$ cat src/rtl/nprt_pkg.sv
`default_nettype none

package nprt_pkg;

  localparam int unsigned PALETTE_ENTRIES_DEF = 256;
  localparam int unsigned TILE_SIDE_DEF       = 64;

  localparam int unsigned IDX_W  = 8;
  localparam int unsigned COMP_W = 6;
  localparam int unsigned RGB_W  = 3 * COMP_W;
  localparam int unsigned DIST_W = 14;
  localparam int unsigned ADDR_W = 12;

  typedef logic [1:0] action_t;
  localparam action_t ACT_LOAD  = 2'd0;
  localparam action_t ACT_MAP   = 2'd1;
  localparam action_t ACT_PIXEL = 2'd2;
  localparam action_t ACT_NONE  = 2'd3;

  typedef logic [1:0] kind_t;
  localparam kind_t KIND_LOAD  = 2'd0;
  localparam kind_t KIND_MATCH = 2'd1;
  localparam kind_t KIND_PIXEL = 2'd2;

  typedef enum logic [2:0] {
    ST_IDLE = 3'b001,
    ST_SCAN = 3'b010,
    ST_PIX  = 3'b100
  } state_t;

  // travels with each palette entry down the scan pipeline
  typedef struct packed {
    logic             vld;
    logic             last;
    logic [IDX_W-1:0] idx;
  } tag_t;

endpackage

`default_nettype wire

$ cat src/rtl/nprt_dist.sv
`default_nettype none

module nprt_dist (
  input  wire logic                          clk,
  input  wire logic                          rst_n,
  input  wire logic [nprt_pkg::RGB_W-1:0]    src,
  input  wire logic [nprt_pkg::RGB_W-1:0]    entry,
  input  wire nprt_pkg::tag_t                tag_in,
  output logic      [nprt_pkg::DIST_W-1:0]   dist_r,
  output nprt_pkg::tag_t                     tag_r
);

  localparam int unsigned CW = nprt_pkg::COMP_W;
  localparam int unsigned SW = 2 * CW;

  logic [CW-1:0] dr, dg, db;
  logic [SW-1:0] sqr, sqg, sqb;
  logic [nprt_pkg::DIST_W-1:0] dist_nxt;

  function automatic logic [CW-1:0] absdiff(input logic [CW-1:0] a, input logic [CW-1:0] b);
    return (a > b) ? (a - b) : (b - a);
  endfunction

  always_comb begin
    dr  = absdiff(src[3*CW-1:2*CW], entry[3*CW-1:2*CW]);
    dg  = absdiff(src[2*CW-1:CW],   entry[2*CW-1:CW]);
    db  = absdiff(src[CW-1:0],      entry[CW-1:0]);
    sqr = SW'(dr) * SW'(dr);
    sqg = SW'(dg) * SW'(dg);
    sqb = SW'(db) * SW'(db);
    dist_nxt = nprt_pkg::DIST_W'(sqr) + nprt_pkg::DIST_W'(sqg) + nprt_pkg::DIST_W'(sqb);
  end

  always_ff @(posedge clk) begin
    if (!rst_n) begin
      tag_r <= '0;
    end else begin
      tag_r <= tag_in;
    end
  end

  always_ff @(posedge clk) begin
    dist_r <= dist_nxt;
  end

endmodule

`default_nettype wire

$ cat config.mk
export PLATFORM = sky130hd
export DESIGN_NAME = nprt_dist
export DESIGN_NICKNAME = d
export VERILOG_FILES = /design/src/rtl/nprt_pkg.sv /design/src/rtl/nprt_dist.sv
export SDC_FILE = /design/constraint.sdc
export NUM_CORES = 1
export LEC_CHECK = 0
export ABC_CLOCK_PERIOD_IN_PS = 8500
export CAP_MARGIN = 10
export CORE_ASPECT_RATIO = 2
export CORE_UTILIZATION = 30
export CTS_BUF_LIST = sky130_fd_sc_hd__clkbuf_4 sky130_fd_sc_hd__clkbuf_8
export DETAILED_ROUTE_END_ITERATION = 8
export DONT_BUFFER_PORTS = 1
export PLACE_DENSITY = 0.52
export RECOVER_POWER = 100
export SETUP_SLACK_MARGIN = 0.15
export SYNTH_ARGS = -nofsm -noshare
export SYNTH_HDL_FRONTEND = slang
export SYNTH_SLANG_ARGS = --single-unit
$ cat constraint.sdc
create_clock -name clk -period 8.5 [get_ports clk]
set_input_delay 0.85 -clock clk [delete_from_list [all_inputs] [get_ports clk]]
set_output_delay 0.85 -clock clk [all_outputs]
set_load 0.005 [all_outputs]
==> results_dict.tcl <==
set metrics [dict create \
    drc 0 \
    core_mm2 0.0173 \
    ant_nets 0 \
    syn_to_final_growth_pct 5.49 \
    ys_dominant_reg_cell "dfxtp_1" \
    cts_buffers 3 \
    nets 814 \
    ys_warn_count 0 \
    grt_pass1_wl_mm 23.0 \
    num_rows 68 \
    synth_edf_count 0 \
    wl_met1_mm 4.65 \
    final_cell_mix "137 x inv_1, 71 x ha_1, 66 x fa_1" \
    fillCellCount 1837 \
    finalSetupViolCount 0 \
    dp_cells 834 \
    dp.final_hpwl_mm 12.8 \
    cp_max_fo 8 \
    synthesis.area_mm2 0.00531 \
    dr_wl_met3_um 375 \
    start_util_pct 30.8 \
    synthArstFlopShare_pct 0 \
    critical_path_required_ns 8.66 \
    wl_per_cell_um 17.1 \
    slowest_delay_ns 0.57 \
    syn_area_per_cell_um2 8.37 \
    grt_start_max_net_pins 20 \
    htreeDepth 1 \
    fin_crit_sh_pct 91.8 \
    die_w_um 96.1 \
    drtIter0Drc 137 \
    drive_gt1_share_pct 4.14 \
    cts_tree "done" \
    crit_type "in -> reg" \
    clkSinkCount 24 \
    synthesis.nets 820 \
    ioPinCount 72 \
    synth.ff_latch_count 24 \
    drv_cap 0 \
    routed_wl_mm 14.4 \
    top_layer "met4" \
    ctsResizeCount 0 \
    die_h_um 190 \
    max_slew.worst_pin.slew_ns 0.811 \
    n_antenna_cell 0 \
    cts.reportedPaths.clkPinSlew_ns 0.08 \
    final_common_cell "inv_1" \
    max_freq_ghz 0.128 \
    io_buffer_count 0 \
    drt_first_pass_iters 5 \
    critPathCaptureType "flop" \
    vias 4368 \
    ys_types 65 \
    met2WireLength_mm 8.47 \
    status "finished, final reports clean" \
    fin_tns_setup_ns 0 \
    path_common_cell "inv_1" \
    vias_per_cell 5.21 \
    finalMaxSlewViolations 0 \
    slowest_stage "a221oi_2" \
    period_needed_ns 7.81 \
    slew_headroom_pct 45.5 \
    antenna_found_initial 0 \
    hold_viol 0 \
    stdcell_count 838 \
    rsz0062_at_grt "no" \
    critPathArrivalTime_ns 7.96 \
    start_kind "input pin" \
    gp_congestion 0.886 \
    post_cts_buffers 0 \
    dieArea_mm2 0.0183 \
    root_buffer "clkbuf_8" \
    hp-class "in -> reg" \
    seq_area_frac_synth_pct 9.04 \
    holdBufCountCts 0 \
    track_usage_pct 16.4 \
    grt.overflow.total 0 \
    grt_pass1_vias 4634 \
    max-clock-path-buffers 2 \
    syn_inst 635 \
]
[registers in the layout (all words and copies together) (netlist names)]
name	flops
dist_r	14
tag_r	10
[metrics by stage]
stage               worst slack, ns  area [um2]  utilization (%)  hold WS (ns)
floorplan                     0.985        5310                -         0.972
global placement              0.623        5530             32.0         0.973
detailed placement            0.477        5530             32.0         0.977
CTS                           0.785        5610             32.5         0.682
global route                  0.187        5610             32.5         0.683
finish                        0.694        5610             32.5         0.698
[worst max-delay path, delay by kind of cell]
family,cells,cell delay (ns)
AOI/OAI and AO/OA,7,1.87
and+or+nand+nor,1,0.35
muxes,1,0.31
adders and majority gates,9,4.12
buffers and inverters,8,0.44
[routing by layer]
| layer | track usage, % | up-vias |
|---|---|---|
| met3 | 1.20 | 33 |
| met2 | 33.3 | 104 |
| met5 | 0 | - |
| li1 | - | 2116 |
| met1 | 15.1 | 2115 |
| met4 | 9.24 | 0 |
[logic make-up after synthesis]
logic type      after synthesis  share of synthesized area [%]
fa+ha+maj                   137                           41.6
compound gates              151                           19.8
simple gates                149                           14.9
mux                           2                          0.400
flops                        24                           9.04
xor+xnor                     19                           3.13
buf+inv                     153                           11.2
[cells in the mapped netlist (all sizes together), types with 3 or more instances]
library cell  instances  area share, %
o31ai                 4           0.57
xnor2                10            1.6
and3                  4           0.49
a21oi                40            3.8
clkbuf                4           0.28
o221ai                3           0.49
o311ai                3           0.64
xor2                  9            1.5
a211oi                7            1.1
nand4                 4           0.47
a21o                 15            2.2
o22a                  3           0.49
o211ai                3           0.42
o21ai                22            2.1
or2                   4           0.47
dfxtp                24            9.0
and2                 17            2.0
nor2b                11            1.3
nand3                17            1.6
a32oi                 7            1.2
or3                   5           0.59
buf                  12            1.2
a22oi                 3           0.42
nand2                31            2.2
o22ai                 5           0.59
nand2b                8           0.94
nor3b                 5           0.71
fa                   66             25
a31oi                 4           0.47
nor3                 14            1.5
o21a                  9            1.3
a221oi                4           0.89
inv                 137            9.7
nor2                 22            1.6
nor4                  4           0.59
ha                   71             17
[layout make-up]
cell class                 instances  area, um2  share of cell area [%]
clock inverter                     1       30.0                   0.536
sequential                        24        480                    8.57
multi-input combinational        458       4240                    75.6
timing repair buffer               5       37.5                   0.670
inverter                         137        514                    9.17
clock buffer                       3       41.3                   0.737
tap                              210        263                    4.69
[path summary, 6_finish.rpt]
path / start / endpoint / slack, ns / cells after the start
setup / recovery: src[0] / dist_r[12] / 0.69 / 26
hold / removal: tag_in[6] / tag_r[6] / 0.70 / 1
Power is not shown: default switching activity piles up to over one toggle a cycle in this logic, so the estimate is an artifact.
